### src/hdl/drive_command_actuator_controller_defines.svh
// ----------------------------------------------------------------------------
// drive command actuator controller assertion macros
// shared property forms, clocked on clk and disabled during rst
// ----------------------------------------------------------------------------
`ifndef DRIVE_COMMAND_ACTUATOR_CONTROLLER_DEFINES_SVH
`define DRIVE_COMMAND_ACTUATOR_CONTROLLER_DEFINES_SVH

// same-cycle implication
`define DCAC_ASSERT_IMP(name, ante, cons, msg) \
  name: assert property (@(posedge clk) disable iff (rst) (ante) |-> (cons)) \
    else $error(msg);

// next-cycle implication
`define DCAC_ASSERT_NXT(name, ante, cons, msg) \
  name: assert property (@(posedge clk) disable iff (rst) (ante) |=> (cons)) \
    else $error(msg);

`endif

### src/hdl/dcac_pkg.sv
// ----------------------------------------------------------------------------
// dcac_pkg
// shared widths, register codes, reset values and types of the controller
// ----------------------------------------------------------------------------
`timescale 1ns / 1ps
`default_nettype none

package dcac_pkg;

  localparam int DATA_W    = 16;
  localparam int LIMIT_W   = 15;
  localparam int DELAY_W   = 7;
  localparam int CFG_IDX_W = 3;

  typedef enum logic [CFG_IDX_W-1:0] {
    REG_SPEED_GAIN       = 3'd0,
    REG_ACCEL_LIMIT      = 3'd1,
    REG_DECEL_VALUE      = 3'd2,
    REG_STEER_RATE_LIMIT = 3'd3,
    REG_STEER_DEADBAND   = 3'd4,
    REG_DELAY_TICKS      = 3'd5
  } cfg_reg_t;

  localparam logic [DATA_W-1:0]  RST_SPEED_GAIN       = 16'd256;
  localparam logic [LIMIT_W-1:0] RST_ACCEL_LIMIT      = 15'd2048;
  localparam logic [LIMIT_W-1:0] RST_DECEL_VALUE      = 15'd2048;
  localparam logic [LIMIT_W-1:0] RST_STEER_RATE_LIMIT = 15'd819;
  localparam logic [LIMIT_W-1:0] RST_STEER_DEADBAND   = 15'd0;
  localparam logic [DELAY_W-1:0] RST_DELAY_TICKS      = 7'd0;

  typedef logic signed [DATA_W-1:0] q88_t;

  // write side of the steering delay line, one per accepted item
  typedef struct packed {
    logic wr_en;
    q88_t wr_data;
  } dl_wr_t;

endpackage

`default_nettype wire

### src/hdl/dcac_delay_line.sv
// ----------------------------------------------------------------------------
// dcac_delay_line
// steering command history in a one-port-write, registered-read memory
// ----------------------------------------------------------------------------
`timescale 1ns / 1ps
`default_nettype none

`include "drive_command_actuator_controller_defines.svh"

module dcac_delay_line #(
  parameter int MAX_DELAY = 64
) (
  input  wire logic                         clk,
  input  wire logic                         rst,
  input  wire dcac_pkg::dl_wr_t             wr,
  input  wire logic [dcac_pkg::DELAY_W-1:0] delay_ticks,
  output dcac_pkg::q88_t                    delayed
);

  localparam int AW = (MAX_DELAY > 1) ? $clog2(MAX_DELAY) : 1;
  localparam int FW = $clog2(MAX_DELAY + 1);
  localparam int CW = (FW > dcac_pkg::DELAY_W) ? FW : dcac_pkg::DELAY_W;
  localparam int SW = CW + 1;

  dcac_pkg::q88_t mem [MAX_DELAY];

  logic [AW-1:0]  ptr;
  logic [FW-1:0]  fill;
  logic [CW-1:0]  d_ext;
  logic [CW-1:0]  d_sat;
  logic [SW-1:0]  ptr_w;
  logic [SW-1:0]  d_w;
  logic [SW-1:0]  raddr_w;
  logic [AW-1:0]  raddr;
  logic           raddr_ok;

  dcac_pkg::q88_t rd_raw;
  logic           rd_ok;
  logic           bypass;
  dcac_pkg::q88_t byp_data;

  always_comb begin
    d_ext = CW'(delay_ticks);
    d_sat = (d_ext > CW'(MAX_DELAY)) ? CW'(MAX_DELAY) : d_ext;
    ptr_w = SW'(ptr);
    d_w   = SW'(d_sat);
    // step back d entries around the ring
    if (ptr_w >= d_w) begin
      raddr_w = ptr_w - d_w;
    end else begin
      raddr_w = ptr_w + SW'(MAX_DELAY) - d_w;
    end
    raddr    = raddr_w[AW-1:0];
    // entries are filled in order from zero, so the fill count marks what was written
    raddr_ok = (FW'(raddr) < fill);
  end

  // read-first: a full-length delay reads the entry before it is overwritten
  always_ff @(posedge clk) begin
    if (wr.wr_en) begin
      mem[ptr] <= wr.wr_data;
      rd_raw   <= mem[raddr];
      byp_data <= wr.wr_data;
    end
  end

  always_ff @(posedge clk) begin
    if (rst) begin
      ptr    <= '0;
      fill   <= '0;
      rd_ok  <= 1'b0;
      bypass <= 1'b0;
    end else if (wr.wr_en) begin
      ptr    <= (ptr == AW'(MAX_DELAY - 1)) ? '0 : ptr + 1'b1;
      fill   <= (fill == FW'(MAX_DELAY)) ? fill : fill + 1'b1;
      rd_ok  <= raddr_ok;
      bypass <= (d_sat == '0);
    end
  end

  assign delayed = bypass ? byp_data : (rd_ok ? rd_raw : '0);

  logic fill_open;

  assign fill_open = (fill != FW'(MAX_DELAY));

  `DCAC_ASSERT_IMP(a_ptr_range, 1'b1, FW'(ptr) < FW'(MAX_DELAY), "write pointer past the line")
  `DCAC_ASSERT_IMP(a_fill_range, 1'b1, fill <= FW'(MAX_DELAY), "fill count past the line")
  `DCAC_ASSERT_NXT(a_fill_grows, wr.wr_en && fill_open, fill == $past(fill) + 1'b1, "fill stalled")

endmodule

`default_nettype wire

### src/hdl/drive_command_actuator_controller.sv
// ----------------------------------------------------------------------------
// drive_command_actuator_controller
// acceleration and steering rate commands from commanded and measured motion
// ----------------------------------------------------------------------------
// Takes one item per clock cycle unless a held result stalls the pipeline, and
// returns it through the stage 1 and output registers; the rate is set by the
// steering delay memory, which is written and read once for every item. The
// speed gain product is registered before clamping. Reset needs no clearing
// pass: a fill count makes history from before reset read as zero, so items
// are accepted from the first cycle after reset; nothing is accepted while
// rst is high. Configuration is written through cfg_valid/cfg_index/cfg_data,
// which is ready whenever rst is low; write it only while no item is in flight.
// ----------------------------------------------------------------------------
`timescale 1ns / 1ps
`default_nettype none

`include "drive_command_actuator_controller_defines.svh"

module drive_command_actuator_controller #(
  parameter int MAX_DELAY = 64
) (
  input  wire logic                           clk,
  input  wire logic                           rst,
  input  wire logic                           cfg_valid,
  output logic                                cfg_ready,
  input  wire logic [dcac_pkg::CFG_IDX_W-1:0] cfg_index,
  input  wire logic [dcac_pkg::DATA_W-1:0]    cfg_data,
  input  wire logic                           in_valid,
  output logic                                in_ready,
  input  wire logic signed [15:0]             target_speed,
  input  wire logic signed [15:0]             target_steer,
  input  wire logic signed [15:0]             measured_speed,
  input  wire logic signed [15:0]             measured_steer,
  output logic                                out_valid,
  input  wire logic                           out_ready,
  output logic signed [15:0]                  accel_out,
  output logic signed [15:0]                  steer_rate_out
);

  // configuration registers
  logic [dcac_pkg::DATA_W-1:0]  speed_gain;
  logic [dcac_pkg::LIMIT_W-1:0] accel_limit;
  logic [dcac_pkg::LIMIT_W-1:0] decel_value;
  logic [dcac_pkg::LIMIT_W-1:0] steer_rate_limit;
  logic [dcac_pkg::LIMIT_W-1:0] steer_deadband;
  logic [dcac_pkg::DELAY_W-1:0] delay_ticks;

  logic cfg_we;

  assign cfg_ready = !rst;
  assign cfg_we    = cfg_valid && cfg_ready;

  always_ff @(posedge clk) begin
    if (rst) begin
      speed_gain       <= dcac_pkg::RST_SPEED_GAIN;
      accel_limit      <= dcac_pkg::RST_ACCEL_LIMIT;
      decel_value      <= dcac_pkg::RST_DECEL_VALUE;
      steer_rate_limit <= dcac_pkg::RST_STEER_RATE_LIMIT;
      steer_deadband   <= dcac_pkg::RST_STEER_DEADBAND;
      delay_ticks      <= dcac_pkg::RST_DELAY_TICKS;
    end else if (cfg_we) begin
      unique case (dcac_pkg::cfg_reg_t'(cfg_index))
        dcac_pkg::REG_SPEED_GAIN:       speed_gain       <= cfg_data;
        dcac_pkg::REG_ACCEL_LIMIT:      accel_limit      <= cfg_data[dcac_pkg::LIMIT_W-1:0];
        dcac_pkg::REG_DECEL_VALUE:      decel_value      <= cfg_data[dcac_pkg::LIMIT_W-1:0];
        dcac_pkg::REG_STEER_RATE_LIMIT: steer_rate_limit <= cfg_data[dcac_pkg::LIMIT_W-1:0];
        dcac_pkg::REG_STEER_DEADBAND:   steer_deadband   <= cfg_data[dcac_pkg::LIMIT_W-1:0];
        dcac_pkg::REG_DELAY_TICKS:      delay_ticks      <= cfg_data[dcac_pkg::DELAY_W-1:0];
        default: ;
      endcase
    end
  end

  // pipeline handshake
  logic s1_valid;
  logic s1_adv;
  logic accept;

  assign s1_adv   = s1_valid && (!out_valid || out_ready);
  assign in_ready = !rst && (!s1_valid || s1_adv);
  assign accept   = in_valid && in_ready;

  always_ff @(posedge clk) begin
    if (rst) begin
      s1_valid  <= 1'b0;
      out_valid <= 1'b0;
    end else begin
      if (accept) begin
        s1_valid <= 1'b1;
      end else if (s1_adv) begin
        s1_valid <= 1'b0;
      end
      if (s1_adv) begin
        out_valid <= 1'b1;
      end else if (out_ready) begin
        out_valid <= 1'b0;
      end
    end
  end

  // stage 0: speed error and gain product
  logic signed [16:0] dv;
  logic signed [32:0] prod;

  assign dv   = {target_speed[15], target_speed} - {measured_speed[15], measured_speed};
  assign prod = $signed({1'b0, speed_gain}) * dv;

  logic signed [32:0] s1_prod;
  logic               s1_mspd_pos;
  logic               s1_dv_pos;
  dcac_pkg::q88_t     s1_mstr;

  always_ff @(posedge clk) begin
    if (accept) begin
      s1_prod     <= prod;
      s1_mspd_pos <= !measured_speed[15] && (measured_speed != '0);
      s1_dv_pos   <= !dv[16] && (dv != '0);
      s1_mstr     <= measured_steer;
    end
  end

  dcac_pkg::dl_wr_t dl_wr;
  dcac_pkg::q88_t   s1_delayed;

  assign dl_wr.wr_en   = accept;
  assign dl_wr.wr_data = target_steer;

  dcac_delay_line #(
    .MAX_DELAY (MAX_DELAY)
  ) u_delay (
    .clk         (clk),
    .rst         (rst),
    .wr          (dl_wr),
    .delay_ticks (delay_ticks),
    .delayed     (s1_delayed)
  );

  // stage 1: floor shift, clamp, select; steering sign with deadband
  logic signed [24:0] q;
  logic signed [24:0] lim;
  logic signed [24:0] q_clamp;
  dcac_pkg::q88_t     prop;
  dcac_pkg::q88_t     decel_pos;
  dcac_pkg::q88_t     accel_next;
  logic signed [16:0] err;
  logic        [16:0] mag;
  dcac_pkg::q88_t     rate_pos;
  dcac_pkg::q88_t     steer_rate_next;

  always_comb begin
    q   = s1_prod[32:8];
    lim = 25'(accel_limit);
    if (q > lim) begin
      q_clamp = lim;
    end else if (q < -lim) begin
      q_clamp = -lim;
    end else begin
      q_clamp = q;
    end
    prop      = q_clamp[15:0];
    decel_pos = {1'b0, decel_value};
    if (s1_mspd_pos) begin
      accel_next = s1_dv_pos ? prop : -decel_pos;
    end else begin
      accel_next = s1_dv_pos ? decel_pos : prop;
    end

    err      = {s1_delayed[15], s1_delayed} - {s1_mstr[15], s1_mstr};
    mag      = err[16] ? 17'(-err) : 17'(err);
    rate_pos = {1'b0, steer_rate_limit};
    if (mag > 17'(steer_deadband)) begin
      steer_rate_next = err[16] ? -rate_pos : rate_pos;
    end else begin
      steer_rate_next = '0;
    end
  end

  always_ff @(posedge clk) begin
    if (s1_adv) begin
      accel_out      <= accel_next;
      steer_rate_out <= steer_rate_next;
    end
  end

  logic signed [16:0] acc_w;
  logic signed [16:0] alim_w;
  logic signed [16:0] dec_w;
  logic signed [16:0] rlim_w;
  logic signed [16:0] rate_w;
  logic               acc_ok;
  logic               rate_ok;

  assign acc_w   = {accel_out[15], accel_out};
  assign alim_w  = {2'b00, accel_limit};
  assign dec_w   = {2'b00, decel_value};
  assign rlim_w  = {2'b00, steer_rate_limit};
  assign rate_w  = {steer_rate_out[15], steer_rate_out};
  assign acc_ok  = (acc_w <= alim_w && acc_w >= -alim_w)
                   || acc_w == dec_w || acc_w == -dec_w;
  assign rate_ok = rate_w == '0 || rate_w == rlim_w || rate_w == -rlim_w;

  `DCAC_ASSERT_NXT(a_s1_not_lost, s1_valid && !out_valid, out_valid, "stage 1 item stuck")
  `DCAC_ASSERT_IMP(a_accel_range, out_valid, acc_ok, "acceleration outside its limits")
  `DCAC_ASSERT_IMP(a_rate_levels, out_valid, rate_ok, "steering rate not one of three levels")

endmodule

`default_nettype wire

### config.mk
export PLATFORM = sky130hd
export DESIGN_NAME = drive_command_actuator_controller
export DESIGN_NICKNAME = d
export VERILOG_FILES = /design/src/hdl/dcac_pkg.sv /design/src/hdl/dcac_delay_line.sv /design/src/hdl/drive_command_actuator_controller.sv
export VERILOG_INCLUDE_DIRS = /design/src /design/src/hdl
export SDC_FILE = /design/constraint.sdc
export NUM_CORES = 2
export LEC_CHECK = 0
export BUFFER_PORTS_ARGS = -buffer_cell sky130_fd_sc_hd__buf_4
export CAP_MARGIN = 25
export CORE_UTILIZATION = 60
export CTS_CLUSTER_DIAMETER = 120
export DETAILED_ROUTE_END_ITERATION = 16
export PLACE_DENSITY_LB_ADDON = 0.3
export SLEW_MARGIN = 20
export SYNTH_ARGS = -nofsm -noshare
export SYNTH_HDL_FRONTEND = slang
export SYNTH_SLANG_ARGS = --single-unit
### constraint.sdc
create_clock -name clk -period 10.79 [get_ports clk]
set_input_delay 1.6185 -clock clk [delete_from_list [all_inputs] [get_ports clk]]
set_output_delay 1.6185 -clock clk [all_outputs]
set_load 0.02 [all_outputs]
==> impl_metrics.csv <==
group,metric,value,unit
outcome,status,"finished, final reports clean",
synthesis,synth_fp_nets,4467,
power,totalPowerFinal,0.0111,W
floorplanning,rows,115,
global_routing,grtUsageTotal,0.285,
global_routing,grt_overflow,0,
placed_design,gp_congestion,0.886,
floorplanning,core_area,99000,um^2
final_layout,regArea,36000,um^2
final_layout,n_antenna_cell,0,
detailed_routing,wl,142,mm
synthesis,synth_edf_count,1131,
power,leakage,24.1,nW
synthesis,ys_seq_area_frac,0.596,
synthesis,synthTopCellsByArea,"edfxtp_1 56%, mux4_2 12%, fa_1 7.0%, ha_1 4.6%, dfxtp_1 3.3%",
sta,max_freq,109,MHz
sta,setup_violations,0,
placed_design,numPortBuffers,122,
final_layout,drive_gt1_frac,0.175,
run,cap_violations,0,
critical_path,cp-end-kind,"flop",
cts,htree_levels,3,
cts,cts_tree,"done",
synthesis,synthDominantCellAreaShare,0.563,
critical_path,cpPeakStageDelay,0.66,ns
critical_path,cpMaxStageDelayCell,"o41ai_1",
synthesis,ys_seq_elements,1231,
critical_path,cp_max_fo,17,
sta,tightestPinTransition,1.01,ns
critical_path,crit_path_start_kind,"primary input",
critical_path,critPathMostFrequentCell,"fa_1",
sta,timing.setup.tns,0,ns
synthesis,synthFlopType,"edfxtp_1",
sta,slew_headroom,0.324,
detailed_routing,firstDrtPassIters,6,
global_routing,grt_pass1_vias,35189,
global_routing,grt_pass1_wl,216,mm
critical_path,required,11.22,ns
synthesis,synthArstFlopShare,0,
detailed_routing,first_iter_violations,3911,
power,p_per_area,166,nW/um^2
global_routing,antenna_found_initial,1,
final_layout,final_cell_mix,"1131 x edfxtp_1, 343 x inv_1, 320 x mux4_2",
final_layout,multi_input_area,22500,um^2
placed_design,hpwlAfterDp,87.4,mm
sta,rsz0062_at_grt,"false",
cts,cts_hold_buf,0,
floorplanning,dieHeight,319,um
global_routing,grt_max_degree,130,
sta,worst_clock_skew,0.0523,ns
cts,clkSlewWorstSetupHoldPaths,0.06,ns
detailed_routing,avgRoutedWirePerCell,25.9,um
detailed_routing,vias,34857,
sta,final-max-slew-violation-count,0,
cts,clockBufferDepth,3,
cts,clock-sinks,1231,
critical_path,worstSetupPathType,"primary input to flop",
final_layout,fill_cells,6508,
cts,clock_latency,0.72,ns
cts,postCtsSetupBuffers,0,
synthesis,synth_cell_types,69,
sta,hold_viol_final,0,
synthesis,yosysWarnings,0,
cts,numCtsBuffers,112,
hold_path,hold_path.class,"flop to flop",
sta,period_minus_slack,9.20,ns
final_layout,postLayoutCoreUtil,0.673,
cts,cts_root_buf,"clkbuf_16",
synthesis,syn-instance-count,3946,
floorplanning,die_area,102000,um^2
synthesis,syn_avg_cell_area,15.3,um^2
final_layout,mostFrequentLayoutCell,"edfxtp_1",
floorplanning,io_pins,123,
floorplanning,start_util,0.609,
floorplanning,die_x,319,um
detailed_routing,drtAntennaViolNets,0,
final_layout,layout.nets,4623,
sta,final.period_utilization,0.852,
cts,cts_resized,0,
detailed_routing,drc_errors,0,
synthesis,yosys.area.top_type,"edfxtp_1",
final_layout,areaGrowthSynthToFinish,10.5,%
power,ir_drop,166,uV
critical_path,critPathArrivalTime,9.63,ns
detailed_routing,vias_per_cell,6.36,
synthesis,syn-cell-area,60300,um^2
## critical path: cells and delay by family
family / cells / cell delay, ns
AOI/OAI and AO/OA: 13 / 3.51
and+or+nand+nor: 3 / 0.39
xor gates and xnor gates: 2 / 0.20
buffers and inverters: 5 / 0.47
adders and majority gates: 8 / 3.40
## where the power goes
| group | total [W] | switching [W] | internal, W |
|---|---|---|---|
| combinational | 0.00182 | 0.00108 | 0.000748 |
| clock | 0.00391 | 0.00176 | 0.00215 |
| sequential | 0.00534 | 0.0000445 | 0.00530 |
## kinds of logic (layout without fill, tap and decap cells)
kind of cell / after synthesis / after routing / synth area share
buffers and inverters: 521 / 769 / 0.0326
muxes: 373 / 373 / 0.128
adders and majority gates: 433 / 433 / 0.116
xor gates and xnor gates: 107 / 107 / 0.0155
and+or+nand+nor: 922 / 922 / 0.0729
DFF: 1231 / 1231 / 0.596
AOI/OAI and AO/OA: 359 / 359 / 0.0384
## layer usage
layer	GRT usage	share of wire	vias to the layer above
met4	0.0908	0.032	2
li1	-	-	14995
met3	0.0452	0.087	288
met2	0.467	0.49	1814
met1	0.396	0.39	17758
met5	0	0.000056	-
## cell usage after synthesis (all sizes together) (16+ instances only)
| library cell | instances |
|---|---|
| nor4 | 39 |
| nor2b | 52 |
| edfxtp | 1131 |
| mux4 | 320 |
| nand2 | 317 |
| a21oi | 138 |
| mux2i | 53 |
| clkbuf | 127 |
| a22o | 16 |
| nand3 | 41 |
| nor2 | 221 |
| xnor2 | 78 |
| inv | 343 |
| a211oi | 23 |
| fa | 211 |
| buf | 49 |
| or3 | 20 |
| nand4 | 18 |
| o21a | 24 |
| dfxtp | 100 |
| ha | 222 |
| nor3 | 37 |
| o21ai | 44 |
| a21o | 19 |
| and2 | 109 |
| xor2 | 29 |
## path summary, 6_finish.rpt
check / cells past startpoint / end / slack [ns] / startpoint
worst max-delay path: 31 / s1_prod[31]$_DFFE_PP_ / 1.59 / measured_speed[1]
worst min-delay path: 2 / steer_deadband[13]$_SDFFE_PP0P_ / 0.46 / steer_deadband[13]$_SDFFE_PP0P_
worst max register to register: 22 / s1_prod[31]$_DFFE_PP_ / 3.81 / speed_gain[11]$_SDFFE_PP0P_
worst min register to register: 2 / steer_deadband[13]$_SDFFE_PP0P_ / 0.46 / steer_deadband[13]$_SDFFE_PP0P_
## sequential cells by signal (all words and copies together) (netlist names), 6 cells and up
name	count
steer_deadband	15
s1_mstr	16
u_delay.fill	7
u_delay.ptr	6
s1_prod	25
decel_value	15
accel_limit	15
accel_out	16
delay_ticks	7
u_delay.mem	1024
u_delay.rd_raw	16
u_delay.byp_data	16
steer_rate_limit	15
steer_rate_out	16
speed_gain	16
## through the flow
stage	instance area, um^2	cells	hold WS [ns]	worst slack [ns]
final	66700	5481	0.458	1.59
after global routing	66700	5481	0.472	1.11
after detailed placement	63000	5275	0.449	0.936
after global placement	63000	5273	0.443	1.16
after CTS	66600	5481	0.460	1.64
after floorplan	60300	3946	0.431	1.90
## cell type report
class                      count  area share
inverter                     345      0.0194
clock buffer                 142      0.0445
tap                         1287      0.0242
timing repair buffer         218      0.0254
sequential                  1231       0.540
multi-input combinational   2194       0.337
clock inverter                64     0.00963
Note: power is estimated with default switching activity, not from simulation.
